==> src/rtl/core/skewed_gauss_lattice_reduce_core_macros.svh <==
// Assertion macros for the lattice reduction core.
`ifndef SKEWED_GAUSS_LATTICE_REDUCE_CORE_MACROS_SVH
`define SKEWED_GAUSS_LATTICE_REDUCE_CORE_MACROS_SVH
`ifndef ASSERT_OFF
`define SGLR_ASSERT(lbl, prop, msg) \
    lbl: assert property (@(posedge clk) disable iff (!rst_n) prop) else $error(msg);
`define SGLR_ASSERT_NEVER(lbl, cond, msg) \
    lbl: assert property (@(posedge clk) disable iff (!rst_n) !(cond)) else $error(msg);
`else
`define SGLR_ASSERT(lbl, prop, msg)
`define SGLR_ASSERT_NEVER(lbl, cond, msg)
`endif
`endif

==> src/rtl/core/sglr_pkg.sv <==
package sglr_pkg;

    localparam int LOG_REGION = 16;
    localparam int MAX_ROUNDS = 128;

    localparam int WW      = 256;
    localparam int VW      = 80;
    localparam int YW      = VW + 1;
    localparam int SH_W    = 23;
    localparam int JW      = LOG_REGION;
    localparam int LINES_W = LOG_REGION + 7;
    localparam int PW      = 64 + JW;
    localparam int PR_W    = JW + 1 + LINES_W;
    localparam int DIV_CW  = $clog2(WW) + 1;
    localparam int RC_W    = $clog2(MAX_ROUNDS);
    localparam int LOGI_W  = 5;

    localparam logic [SH_W-1:0] SH_MAX = {SH_W{1'b1}};

    localparam logic [1:0] CFG_SKEW    = 2'd0;
    localparam logic [1:0] CFG_BOUND   = 2'd1;
    localparam logic [1:0] CFG_LOGI    = 2'd2;
    localparam logic [1:0] CFG_THREADS = 2'd3;

    typedef enum logic [4:0] {
        OP_NONE, OP_LOAD,
        OP_MUL_AA, OP_MUL_BB, OP_MUL_TSN, OP_MUL_VAA, OP_MUL_VBB, OP_MUL_TSD,
        OP_DIV_Q, OP_RND1, OP_RND2, OP_MUL_KA, OP_MUL_KB,
        OP_FIT, OP_M0, OP_M1, OP_SWP, OP_JPRE, OP_JP2, OP_DIV_J, OP_JQ,
        OP_LINES, OP_DIV_L, OP_JMUL, OP_OUT
    } op_t;

    typedef struct packed {
        op_t  op;
        logic dir;
    } cmd_t;

    typedef struct packed {
        logic busy;
        logic done;
        logic stop;
        logic ovf;
        logic scale;
        logic jpos;
        logic out_busy;
    } st_t;

    function automatic logic fits_w(input logic [WW-1:0] x, input int bits);
        logic [WW-1:0] h;
        h = WW'($signed(x) >>> (bits - 1));
        return (&h) | (~|h);
    endfunction

    function automatic logic fits32(input logic [VW-1:0] x);
        logic [VW-1:0] h;
        h = VW'($signed(x) >>> 31);
        return (&h) | (~|h);
    endfunction

    function automatic logic [31:0] mag32(input logic [31:0] x);
        return x[31] ? 32'(32'd0 - x) : x;
    endfunction

endpackage

==> src/rtl/core/sglr_ctrl.sv <==
module sglr_ctrl
    import sglr_pkg::*;
(
    input  logic clk,
    input  logic rst_n,
    input  logic in_valid,
    output logic in_ready,
    input  st_t  st,
    output cmd_t cmd
);

    typedef enum logic [25:0] {
        S_IDLE  = 26'd1,        S_N_AA  = 26'd2,        S_N_BB  = 26'd4,
        S_N_TS  = 26'd8,        S_D_AA  = 26'd16,       S_D_BB  = 26'd32,
        S_D_TS  = 26'd64,       S_DIVQ  = 26'd128,      S_RND1  = 26'd256,
        S_RND2  = 26'd512,      S_CHK   = 26'd1024,     S_U_A   = 26'd2048,
        S_U_B   = 26'd4096,     S_NEXT  = 26'd8192,     S_FIT   = 26'd16384,
        S_M0    = 26'd32768,    S_M1    = 26'd65536,    S_SWP   = 26'd131072,
        S_JPRE  = 26'd262144,   S_JP2   = 26'd524288,   S_DIVJ  = 26'd1048576,
        S_JQ    = 26'd2097152,  S_LINES = 26'd4194304,  S_DIVL  = 26'd8388608,
        S_JMUL  = 26'd16777216, S_OUT   = 26'd33554432
    } state_t;

    state_t            state_reg, state_next;
    logic              issued_reg, issued_next;
    logic              dir_reg, dir_next;
    logic [RC_W-1:0]   rnd_reg, rnd_next;
    op_t               op;
    op_t               wop;
    state_t            wnext;
    logic              waiting;

    always_ff @(posedge clk or negedge rst_n)
    begin
        if (!rst_n)
        begin
            state_reg  <= S_IDLE;
            issued_reg <= 1'b0;
            dir_reg    <= 1'b0;
            rnd_reg    <= '0;
        end
        else
        begin
            state_reg  <= state_next;
            issued_reg <= issued_next;
            dir_reg    <= dir_next;
            rnd_reg    <= rnd_next;
        end
    end

    always_comb
    begin
        waiting = 1'b1;
        wop     = OP_NONE;
        wnext   = S_IDLE;
        unique case (state_reg)
            S_N_AA:  begin wop = OP_MUL_AA;  wnext = S_N_BB; end
            S_N_BB:  begin wop = OP_MUL_BB;  wnext = S_N_TS; end
            S_N_TS:  begin wop = OP_MUL_TSN; wnext = S_D_AA; end
            S_D_AA:  begin wop = OP_MUL_VAA; wnext = S_D_BB; end
            S_D_BB:  begin wop = OP_MUL_VBB; wnext = S_D_TS; end
            S_D_TS:  begin wop = OP_MUL_TSD; wnext = S_DIVQ; end
            S_DIVQ:  begin wop = OP_DIV_Q;   wnext = S_RND1; end
            S_U_A:   begin wop = OP_MUL_KA;  wnext = S_U_B;  end
            S_U_B:   begin wop = OP_MUL_KB;  wnext = S_NEXT; end
            S_DIVJ:  begin wop = OP_DIV_J;   wnext = S_JQ;   end
            S_DIVL:  begin wop = OP_DIV_L;   wnext = S_JMUL; end
            default: waiting = 1'b0;
        endcase
    end

    always_comb
    begin
        state_next  = state_reg;
        issued_next = issued_reg;
        dir_next    = dir_reg;
        rnd_next    = rnd_reg;
        op          = OP_NONE;
        in_ready    = 1'b0;
        if (waiting)
        begin
            if (!issued_reg)
            begin
                op          = wop;
                issued_next = 1'b1;
            end
            else if (st.done)
            begin
                issued_next = 1'b0;
                state_next  = wnext;
            end
        end
        else
        begin
            unique case (state_reg)
                S_IDLE:
                begin
                    in_ready = 1'b1;
                    if (in_valid)
                    begin
                        op         = OP_LOAD;
                        dir_next   = 1'b0;
                        rnd_next   = '0;
                        state_next = S_N_AA;
                    end
                end
                S_RND1: begin op = OP_RND1; state_next = S_RND2; end
                S_RND2: begin op = OP_RND2; state_next = S_CHK;  end
                S_CHK:  state_next = st.stop ? S_FIT : S_U_A;
                S_NEXT:
                begin
                    if (st.ovf)
                    begin
                        state_next = S_FIT;
                    end
                    else if (dir_reg)
                    begin
                        if (rnd_reg == RC_W'(MAX_ROUNDS - 1))
                        begin
                            state_next = S_FIT;
                        end
                        else
                        begin
                            rnd_next   = RC_W'(rnd_reg + 1'b1);
                            dir_next   = 1'b0;
                            state_next = S_N_AA;
                        end
                    end
                    else
                    begin
                        dir_next   = 1'b1;
                        state_next = S_N_AA;
                    end
                end
                S_FIT:  begin op = OP_FIT;  state_next = S_M0;   end
                S_M0:   begin op = OP_M0;   state_next = S_M1;   end
                S_M1:   begin op = OP_M1;   state_next = S_SWP;  end
                S_SWP:  begin op = OP_SWP;  state_next = S_JPRE; end
                S_JPRE: begin op = OP_JPRE; state_next = S_JP2;  end
                S_JP2:
                begin
                    op         = OP_JP2;
                    state_next = st.scale ? S_DIVJ : S_LINES;
                end
                S_JQ:   begin op = OP_JQ;   state_next = S_LINES; end
                S_LINES:
                begin
                    op         = OP_LINES;
                    state_next = st.jpos ? S_DIVL : S_OUT;
                end
                S_JMUL: begin op = OP_JMUL; state_next = S_OUT; end
                S_OUT:
                begin
                    if (!st.out_busy)
                    begin
                        op         = OP_OUT;
                        state_next = S_IDLE;
                    end
                end
                default: state_next = S_IDLE;
            endcase
        end
    end

    assign cmd.op  = op;
    assign cmd.dir = dir_reg;

endmodule

==> config.mk <==
export PLATFORM = sky130hd
export DESIGN_NAME = sglr_ctrl
export DESIGN_NICKNAME = d
export VERILOG_FILES = /design/src/rtl/core/skewed_gauss_lattice_reduce_core_macros.svh /design/src/rtl/core/sglr_pkg.sv /design/src/rtl/core/sglr_ctrl.sv
export SDC_FILE = /design/constraint.sdc
export NUM_CORES = 1
export LEC_CHECK = 0
export BUFFER_PORTS_ARGS = -buffer_cell sky130_fd_sc_hd__buf_2
export CAP_MARGIN = 25
export CORE_MARGIN = 8
export CORE_UTILIZATION = 60
export CTS_CLUSTER_DIAMETER = 120
export DETAILED_ROUTE_END_ITERATION = 12
export PLACE_DENSITY = 0.85
export SYNTH_ARGS = -nofsm -noshare
export SYNTH_HDL_FRONTEND = slang
export SYNTH_SLANG_ARGS = --single-unit
==> constraint.sdc <==
create_clock -name clk -period 5.3 [get_ports clk]
set_clock_uncertainty 0.05 [all_clocks]
set_input_delay 0.53 -clock clk [delete_from_list [all_inputs] [get_ports clk]]
set_output_delay 0.53 -clock clk [all_outputs]
set_load 0.05 [all_outputs]
==> impl_metrics.csv, run 1 <==
group,metric,value,unit
layout,area_growth,6.88,%
floorplanning,core,3550,um2
clock_tree,ctsHoldBuffers,0,
logic_synthesis,synth_warnings,0,
logic_synthesis,synth_cells,234,
layout,largest_reg_flops,26,
sta,setup_viol,0,
run,cap_violations,0,
setup_path,cp_num_buf_inv,1,
global_route,grt_antenna_before_repair,0,
setup_path,cpMaxStageDelayCell,"or4_1",
global_route,grtUsageTotal,18.3,%
power,ir_worst_vdd,0.194,mV
sta,hold_viol,0,
sta,fin_tns_setup,0,ns
placed_design,dp_hpwl,3890,um
layout,final_layout_size_suffix_gt1_share,14.4,%
routing,initialDrtViolationCount,130,
clock_tree,cts_tree,"yes",
logic_synthesis,synthFlopType,"dfrtp_1",
logic_synthesis,syn_nets,245,
setup_path,critPathCaptureType,"primary output",
power,p_switching,0.330,mW
outcome,status,"complete, no violations",
power,clkPwrFrac,18.4,%
setup_path,crit_family,"simple AND/OR/NAND/NOR gates",
layout,final_area,2310,um2
sta,worst_pin_slew,0.772,ns
floorplanning,die_w,76.1,um
logic_synthesis,synth.top_cell.area_share,39.3,%
sta,rsz0062_at_grt,"no",
global_route,grt_pass1_vias,1845,
routing,final_antenna_net_count,0,
logic_synthesis,yosys-top-cells-area,"dfrtp_1 39%, nor2_1 5.5%, nand2_1 2.8%",
routing,wl_per_cell,17.0,um
global_route,grt_pass1_wl,8730,um
logic_synthesis,synth-seq-area-share,40.5,%
floorplanning,row_count,22,
logic_synthesis,synth_top_cells_by_count,"34 x dfrtp_1, 32 x nor2_1, 16 x nand2_1",
clock_tree,clkTransAtPathRegs,0.11,ns
routing,wl,5060,um
sta,max_slew_margin,48.6,%
power,cellPowerDensity,334,nW/um2
placed_design,dpl-instance-area,2260,um2
logic_synthesis,synth_area,2160,um2
setup_path,startpoint_type,"register",
sta,clock.fmax,256,MHz
routing,via_per_inst,6.41,
clock_tree,cts_sinks,35,
floorplanning,die-area,5790,um2
clock_tree,cts_root_buffer,"clkbuf_4",
placed_design,place_congestion,0.912,
layout,fin_cells,298,
setup_path,crit_path_max_fanout,8,
sta,slew_violations,0,
clock_tree,cts_buffers,5,
sta,fin_crit,3.91,ns
clock_tree,clk_latency,0.35,ns
global_route,grt-ovfl-total,0,
routing,vias,1910,
layout,diodes,0,
power,switching_share,42.7,%
clock_tree,post_cts.repair.setup_buffers,0,
logic_synthesis,ys_types,57,
placed_design,dp_cells,290,
placed_design,io_buffers,15,
setup_path,slowest_delay,0.67,ns
clock_tree,cts.path.max_buffers,2,
routing,drc,0,
floorplanning,initial_core_util,61.0,%
layout,nNetsFinal,260,
power,power_frac_seq,40.8,%
setup_path,worstPathRequired,4.72,ns
floorplanning,die_h,76.1,um
power,internal-power,0.442,mW
layout,nFillCells,310,
sta,period_share,73.8,%
worst_hold_path,holdCritPathClass,"in2async",
logic_synthesis,avgSynthCellArea,9.25,um2
logic_synthesis,async_flop_share,100,%
logic_synthesis,synth_area_leader_cell,"dfrtp_1",
floorplanning,io_pins,17,
clock_tree,cts_resized,0,
setup_path,crit_chain,"or4_1 -> nor4_4 -> nand4_1 -> nor3b_1 -> nand4_2 -> nand2b_1 -> o211ai_1 -> buf_2",
clock_tree,htreeDepth,2,
setup_path,critical_path_arrival,3.33,ns
logic_synthesis,synth.most_common_cell,"dfrtp_1",
global_route,grt_start_max_net_pins,36,
setup_path,path_class,"reg2out",
logic_synthesis,synth_edf_count,0,
routing,dr.pass1.iters,4,
power,leakagePower,1.07,nW
logic_synthesis,ys_seq_elements,35,
power,combPwrFrac,40.8,%
final timing paths:
| path | slack, ns | to | from | cells after the start |
|---|---|---|---|---|
| worst max register to register | 2.10 | state_reg[2] | state_reg[12] | 7 |
| worst min register to register | 0.42 | rnd_reg[5] | rnd_reg[5] | 1 |
| max in group asynchronous | 4.51 | state_reg[23] | rst_n | 1 |
| worst min-delay path | 0.18 | rnd_reg[6] | rst_n | 1 |
| min in group clk | 0.30 | state_reg[11] | st[4] | 2 |
| worst max-delay path | 1.39 | cmd[4] | state_reg[12] | 8 |
worst reg2reg max path, delay by kind of cell, from the launching register on:
| kind | cells | cell delay (ns) |
|---|---|---|
| AOI/OAI and AO/OA | 1 | 0.40 |
| DFF | 1 | 0.46 |
| muxes | 1 | 0.36 |
| and+or+nand+nor | 5 | 1.82 |
metrics by stage:
step	setup WS (ns)	total power, mW	hold WS (ns)	utilization (%)
6_report	1.39	0.772	0.183	65.2
2_1_floorplan	1.87	0.570	0.184	-
3_5_place_dp	1.87	0.632	0.412	63.6
5_1_grt	1.12	0.820	0.251	65.2
4_1_cts	1.46	0.774	0.205	65.2
3_3_place_gp	1.90	0.626	0.405	63.6
cell families after synthesis:
| kind of cell | share of synthesized area [%] |
|---|---|
| adder cells (fa/ha/maj) | 0.578 |
| XOR/XNOR | 1.62 |
| AO/OA/AOI/OAI | 14.6 |
| multiplexers | 2.49 |
| AND/OR/NAND/NOR | 36.3 |
| flip-flops | 40.5 |
| buffers and inverters | 3.93 |
cell usage in the layout, fill, tap and decap left out, types with 6 or more instances in the layout:
master	count
nand4_1	7
dfrtp_1	34
buf_2	15
nor4_1	7
o21ai_1	7
nor3_1	8
nand4b_1	6
nor2_1	32
inv_1	12
nor3b_1	6
and3_1	8
nand2_1	16
area by class of cell:
| type | count | area (um2) | area share (%) |
|---|---|---|---|
| Tap cell | 48 | 60.1 | 2.60 |
| Timing Repair Buffer | 15 | 75.1 | 3.24 |
| Clock inverter | 2 | 12.5 | 0.541 |
| Inverter | 12 | 45.0 | 1.95 |
| Sequential cell | 35 | 877 | 37.9 |
| Clock buffer | 6 | 41.3 | 1.78 |
| Multi-Input combinational cell | 180 | 1200 | 52.0 |
metal layers:
| layer | up-vias | share of wire (%) | track usage, % |
|---|---|---|---|
| li1 | 916 | - | - |
| met1 | 910 | 42 | 22.0 |
| met4 | 0 | 3.2 | 8.27 |
| met5 | - | 0 | 0 |
| met2 | 67 | 47 | 28.7 |
| met3 | 17 | 7.4 | 6.60 |
power by group through the flow:
stage / clock, mW / sequential, mW / combinational, mW
6_report: 0.142 / 0.315 / 0.315
5_1_grt: 0.160 / 0.317 / 0.342
4_1_cts: 0.146 / 0.314 / 0.314
3_5_place_dp: 0 / 0.319 / 0.313
3_3_place_gp: 0 / 0.318 / 0.308
2_1_floorplan: 0 / 0.307 / 0.262
(Power assumes the default switching activity.)
==> run 2: changes to the inputs <==
Settings changed: CORE_UTILIZATION 60 to 54, PLACE_DENSITY 0.85 to 0.81.
Clock period 5.3 ns to 3.1 ns, I/O delays scaled along.
==> run 2 against run 1 <==
The run now ends with setup timing left; sequential power rose by 76%; global-route usage grew 1.2 points; total power rose by 110%; final cell count grew 11%; non-clock buffer count increased by 32; clock-buffer cell count up 1; die area up 8.7%; sequential cell count stayed put; register-to-register slack lost 1.9 ns; first-iteration DRC count rose by 88%; routed wire length rose by 23%; core utilization rose by 5.4 points; critical path type unchanged; largest cell class unchanged.
==> impl_metrics.csv, run 2 (synthesis gave the netlist of run 1 again) <==
group,metric,value,unit
outcome,status,"complete, but fails checks",
outcome,violations,"setup timing",
sta,clock.fmax,322,MHz
power,total_power,1.62,mW
setup_path,worstRegToRegCells,10,
routing,wl,6240,um
setup_path,path_class,"reg2out",
routing,initialDrtViolationCount,244,
setup_path,critical_path_arrival,2.75,ns
sta,max_slew_margin,47.6,%
power,leakagePower,1.30,nW
sta,fin_crit,3.11,ns
global_route,grt_antenna_before_repair,0,
clock_tree,cts_root_buffer,"clkbuf_8",
layout,nFillCells,288,
clock_tree,clk_latency,0.29,ns
layout,nNetsFinal,292,
clock_tree,clkTransAtPathRegs,0.07,ns
layout,largest_reg_flops,26,
sta,hold_viol,0,
sta,setup_viol,1,
floorplanning,die_w,79.3,um
floorplanning,die_h,79.3,um
routing,drc,0,
setup_path,regToRegSetupSlack,0.19,ns
setup_path,worstPathRequired,2.74,ns
clock_tree,cts.path.max_buffers,2,
layout,final_cell_mix,"33 x buf_4, 28 x nor2_1, 28 x dfrtp_1, 15 x nand2_1, 12 x inv_1",
layout,area_growth,28.5,%
routing,vias,2102,
sta,rsz0062_at_grt,"yes",
sta,worst_pin_slew,0.786,ns
setup_path,critPathCaptureType,"primary output",
layout,multi_input_area,1370,um2
routing,via_per_inst,6.33,
setup_path,startpoint_type,"register",
placed_design,place_congestion,1.01,
floorplanning,core,3940,um2
clock_tree,ctsHoldBuffers,0,
setup_path,timing.rr.start,"state_reg[11]",
global_route,grt_pass1_wl,9640,um
floorplanning,die-area,6290,um2
routing,wl_per_cell,18.8,um
worst_hold_path,holdCritPathClass,"in2async",
power,cellPowerDensity,581,nW/um2
floorplanning,io_pins,17,
routing,final_antenna_net_count,0,
placed_design,dp_hpwl,4350,um
power,ir_worst_vdd,0.344,mV
global_route,grtUsageTotal,19.5,%
clock_tree,cts_sinks,35,
clock_tree,cts_tree,"yes",
layout,diodes,0,
floorplanning,row_count,23,
layout,final_layout_size_suffix_gt1_share,34.4,%
routing,dr.pass1.iters,4,
placed_design,dp_slack,0.160,ns
setup_path,crit_path_max_fanout,5,
sta,slew_violations,0,
setup_path,crit_chain,"or4_4 -> nor4_4 -> buf_4 -> nand4_1 -> o311a_1 -> nand4_2 -> nand2b_4 -> o211ai_1 -> buf_4",
run,cap_violations,0,
layout,regArea,885,um2
setup_path,r2r-end,"state_reg[2]",
sta,setup_slack,-0.00666,ns
setup_path,cpMaxStageDelayCell,"or4_4",
global_route,grt_start_max_net_pins,36,
setup_path,worst_path_most_repeated_cell,"buf_4",
clock_tree,htreeDepth,2,
clock_tree,cts_buffers,5,
setup_path,slowest_delay,0.59,ns
floorplanning,initial_core_util,54.9,%
layout,final_common_cell,"buf_4",
placed_design,io_buffers,15,
global_route,grt_pass1_vias,2021,
sta,period_share,100,%
global_route,grt-ovfl-total,0,
[run 2: cell types whose count changed in the layout (fill, tap and decap cells not counted), moves of 4 or more]
cell	previous run	this run
clkbuf_4	5	0
clkbuf_8	0	5
nor4_1	7	2
nor2_1	32	28
buf_6	0	4
nor2_2	0	4
buf_2	15	10
buf_4	0	33
dfrtp_1	34	28
nor4_4	2	7
dfrtp_2	0	6
[run 2: metrics by stage]
step / hold WS, ns / cells / TNS (ns) / util (%) / cell area, um2
after CTS: 0.0777 / 323 / -0.0291 / 65.4 / 2580
after global placement: 0.385 / 313 / 0 / 61.4 / 2420
after floorplan: -0.0356 / 234 / -0.0804 / - / 2170
after global routing: 0.112 / 332 / -0.374 / 70.5 / 2780
after detailed placement: 0.390 / 313 / 0 / 61.4 / 2420
final: 0.0437 / 332 / -0.00666 / 70.5 / 2780
[run 2: final cells by class]
| type | count | share of cell area (%) |
|---|---|---|
| clock buffer | 7 | 2.74 |
| multi-input combinational | 180 | 49.1 |
| tap | 50 | 2.25 |
| sequential | 35 | 31.8 |
| inverter | 12 | 1.62 |
| clock inverter | 1 | 0.180 |
| timing repair buffer | 47 | 12.3 |
[run 2: metal layers]
| metal | vias up | track usage, % | part of all wire (%) |
|---|---|---|---|
| met1 | 1010 | 24.4 | 43 |
| li1 | 978 | - | - |
| met2 | 93 | 30.2 | 48 |
| met4 | 0 | 8.89 | 2.5 |
| met5 | - | 0 | 0 |
| met3 | 21 | 5.98 | 6.9 |
[run 2: what timing repair did]
item | 4_1_cts | 5_1_grt
setup buffers | 2 | 9
resized for setup | 15 | 29
gates cloned | 0 | 0
setup endpoints to repair | 5 | 5
pin swaps | 4 | 11
[run 2: worst max path at each step]
stage,end,slack (ns),cells past startpoint,from
final,cmd[4],-0.007,9,state_reg[11]
after global routing,cmd[4],-0.11,9,state_reg[11]
after CTS,cmd[4],-0.03,9,state_reg[9]
after detailed placement,cmd[4],0.16,8,state_reg[4]
after global placement,cmd[4],0.20,8,state_reg[10]
after floorplan,cmd[1],-0.04,7,state_reg[9]
[run 2: worst max-delay path, delay by kind of cell, from the launching register on]
family                 cells  cell delay (ns)
AO/OA/AOI/OAI              2             0.40
flip-flops                 1             0.37
buffers and inverters      2             0.42
AND/OR/NAND/NOR            5             1.26
[run 2: report_power, final]
group          leakage [nW]  internal [mW]  switching, mW  total, mW
logic                 0.786          0.310          0.428      0.738
registers             0.470          0.492         0.0630      0.555
clock network        0.0422          0.158          0.166      0.323
total                  1.30          0.959          0.657       1.62
==> run 3: changes to the inputs <==
Settings changed: CTS_CLUSTER_SIZE from default to 24, SETUP_SLACK_MARGIN from default to 0.05.
==> run 3 against run 2 <==
Core utilization grew 0.79 points; register-to-register slack lost 0.22 ns; global-route usage grew 0.090 points; worst hold slack gained 0.020 ns; sequential share of layout area shrank 0.44 points; combinational power is essentially flat; largest cell class unchanged; first-iteration DRC count shrank 27%; the run still ends with setup timing left; sequential cell count is the same; final area grew 1.1%; final cell count grew 1.5%.
==> impl_metrics.csv, run 3 (synthesis gave the netlist of run 1 again) <==
group,metric,value,unit
outcome,status,"complete, but fails checks",
outcome,violations,"setup timing",
clock_tree,cts_root_buffer,"clkbuf_8",
power,combPwrFrac,44.9,%
layout,area_growth,29.9,%
placed_design,dpl-instance-area,2430,um2
power,cellPowerDensity,586,nW/um2
layout,diodes,0,
sta,clock.fmax,313,MHz
global_route,grt_pass1_vias,2078,
layout,nNetsFinal,297,
clock_tree,cts_tree,"yes",
sta,rsz0062_at_grt,"yes",
floorplanning,die-area,6290,um2
clock_tree,clk_latency,0.29,ns
clock_tree,cts_sinks,35,
floorplanning,row_count,23,
floorplanning,die_w,79.3,um
layout,largest_reg_flops,26,
sta,max_slew_margin,46.0,%
power,power_frac_seq,33.0,%
routing,final_antenna_net_count,0,
setup_path,crit_path_max_fanout,5,
power,p_switching,0.653,mW
power,ir_worst_vdd,0.534,mV
placed_design,dp_cells,314,
sta,period_share,103,%
placed_design,io_buffers,15,
power,total_power,1.65,mW
layout,final_area,2810,um2
layout,fin_cells,337,
setup_path,path_class,"reg2out",
setup_path,critical_path_arrival,2.84,ns
layout,final_core_util,71.3,%
placed_design,place_congestion,0.987,
power,clkPwrFrac,22.0,%
routing,via_per_inst,6.46,
sta,setup_slack,-0.0973,ns
power,internal-power,0.996,mW
clock_tree,cts_buffers,5,
floorplanning,initial_core_util,54.9,%
layout,final_cell_mix,"38 x buf_4, 30 x dfrtp_1, 28 x nor2_1, 16 x nand2_1, 12 x inv_1",
routing,wl,6560,um
run,cap_violations,0,
power,leakagePower,1.32,nW
sta,slew_violations,0,
routing,drc,0,
clock_tree,cts.path.max_buffers,2,
setup_path,startpoint_type,"register",
floorplanning,io_pins,17,
routing,wl_per_cell,19.5,um
power,switching_share,39.6,%
global_route,grt_start_max_net_pins,36,
sta,setup_viol,7,
routing,dr.pass1.iters,5,
sta,hold_viol,0,
worst_hold_path,holdCritPathClass,"in2async",
placed_design,dp_hpwl,4400,um
global_route,grtUsageTotal,19.6,%
global_route,grt-ovfl-total,0,
sta,timing.hold.ws,0.0633,ns
placed_design,dp_slack,0.114,ns
layout,final_common_cell,"buf_4",
setup_path,critPathCaptureType,"primary output",
sta,fin_tns_setup,-0.327,ns
setup_path,worstPathRequired,2.74,ns
layout,final_layout_size_suffix_gt1_share,35.2,%
global_route,grt_antenna_before_repair,0,
sta,fin_crit,3.20,ns
routing,initialDrtViolationCount,177,
floorplanning,die_h,79.3,um
sta,worst_pin_slew,0.810,ns
clock_tree,htreeDepth,2,
layout,nFillCells,284,
clock_tree,clkTransAtPathRegs,0.07,ns
floorplanning,core,3940,um2
routing,vias,2176,
global_route,grt_pass1_wl,9890,um
-- run 3: cell types whose count changed in the layout (fill, tap and decap cells not counted), moves of 2 or more --
cell / change
clkbuf_8: +2
buf_4: +5
nor4_4: -4
dfrtp_2: -2
dfrtp_1: +2
nor2_4: +2
nor4_2: +3
nor2_2: -2
-- run 3: timing repair --
action / in CTS / in global routing
resized for setup: 18 / 22
endpoints found under the setup margin: 5 / 5
cloned: 0 / 0
pin swaps: 4 / 9
buffers inserted: 7 / 8
hold buffers: 0 / 0
-- run 3: power groups by stage --
| stage | clock network [mW] | registers, mW | logic [mW] |
|---|---|---|---|
| after CTS | 0.367 | 0.543 | 0.666 |
| after floorplan | 0 | 0.525 | 0.456 |
| final | 0.363 | 0.545 | 0.741 |
| after global placement | 0 | 0.543 | 0.596 |
| after global routing | 0.389 | 0.551 | 0.786 |
| after detailed placement | 0 | 0.547 | 0.609 |
-- run 3: final timing paths --
check / startpoint / endpoint / slack [ns] / cells past startpoint
max: state_reg[9] / cmd[4] / -0.1 / 9
min: rst_n / state_reg[16] / 0.06 / 1
max reg2reg: state_reg[9] / state_reg[4] / -0.03 / 11
min reg2reg: rnd_reg[2] / rnd_reg[2] / 0.44 / 1
max in group asynchronous: rst_n / state_reg[13] / 2.38 / 1
min in group clk: st[4] / state_reg[11] / 0.17 / 2
-- run 3: layout make-up --
class / count / area, um2 / area share [%]
Inverter: 12 / 45.0 / 1.60
Multi-Input combinational cell: 180 / 1340 / 47.6
Tap cell: 50 / 62.6 / 2.22
Timing Repair Buffer: 52 / 384 / 13.7
Sequential cell: 35 / 882 / 31.4
Clock buffer: 8 / 100 / 3.56
-- run 3: metal layers --
metal | track usage [%] | vias up | wire, um
li1 | - | 985 | -
met1 | 24.8 | 1050 | 2680
met2 | 31.0 | 116 | 3170
met3 | 4.74 | 25 | 506
met4 | 8.89 | 0 | 206
met5 | 0 | - | 0
-- run 3: worst max-delay path, cell delays in order (launching register included) --
cell and delay (ns):
dfrtp_1 0.38, buf_4 0.16, nor4_2 0.40, nand4_1 0.32, or3_1 0.47, o311a_1 0.18
nand4_2 0.15, nand2b_4 0.08, o211ai_1 0.19, buf_4 0.23
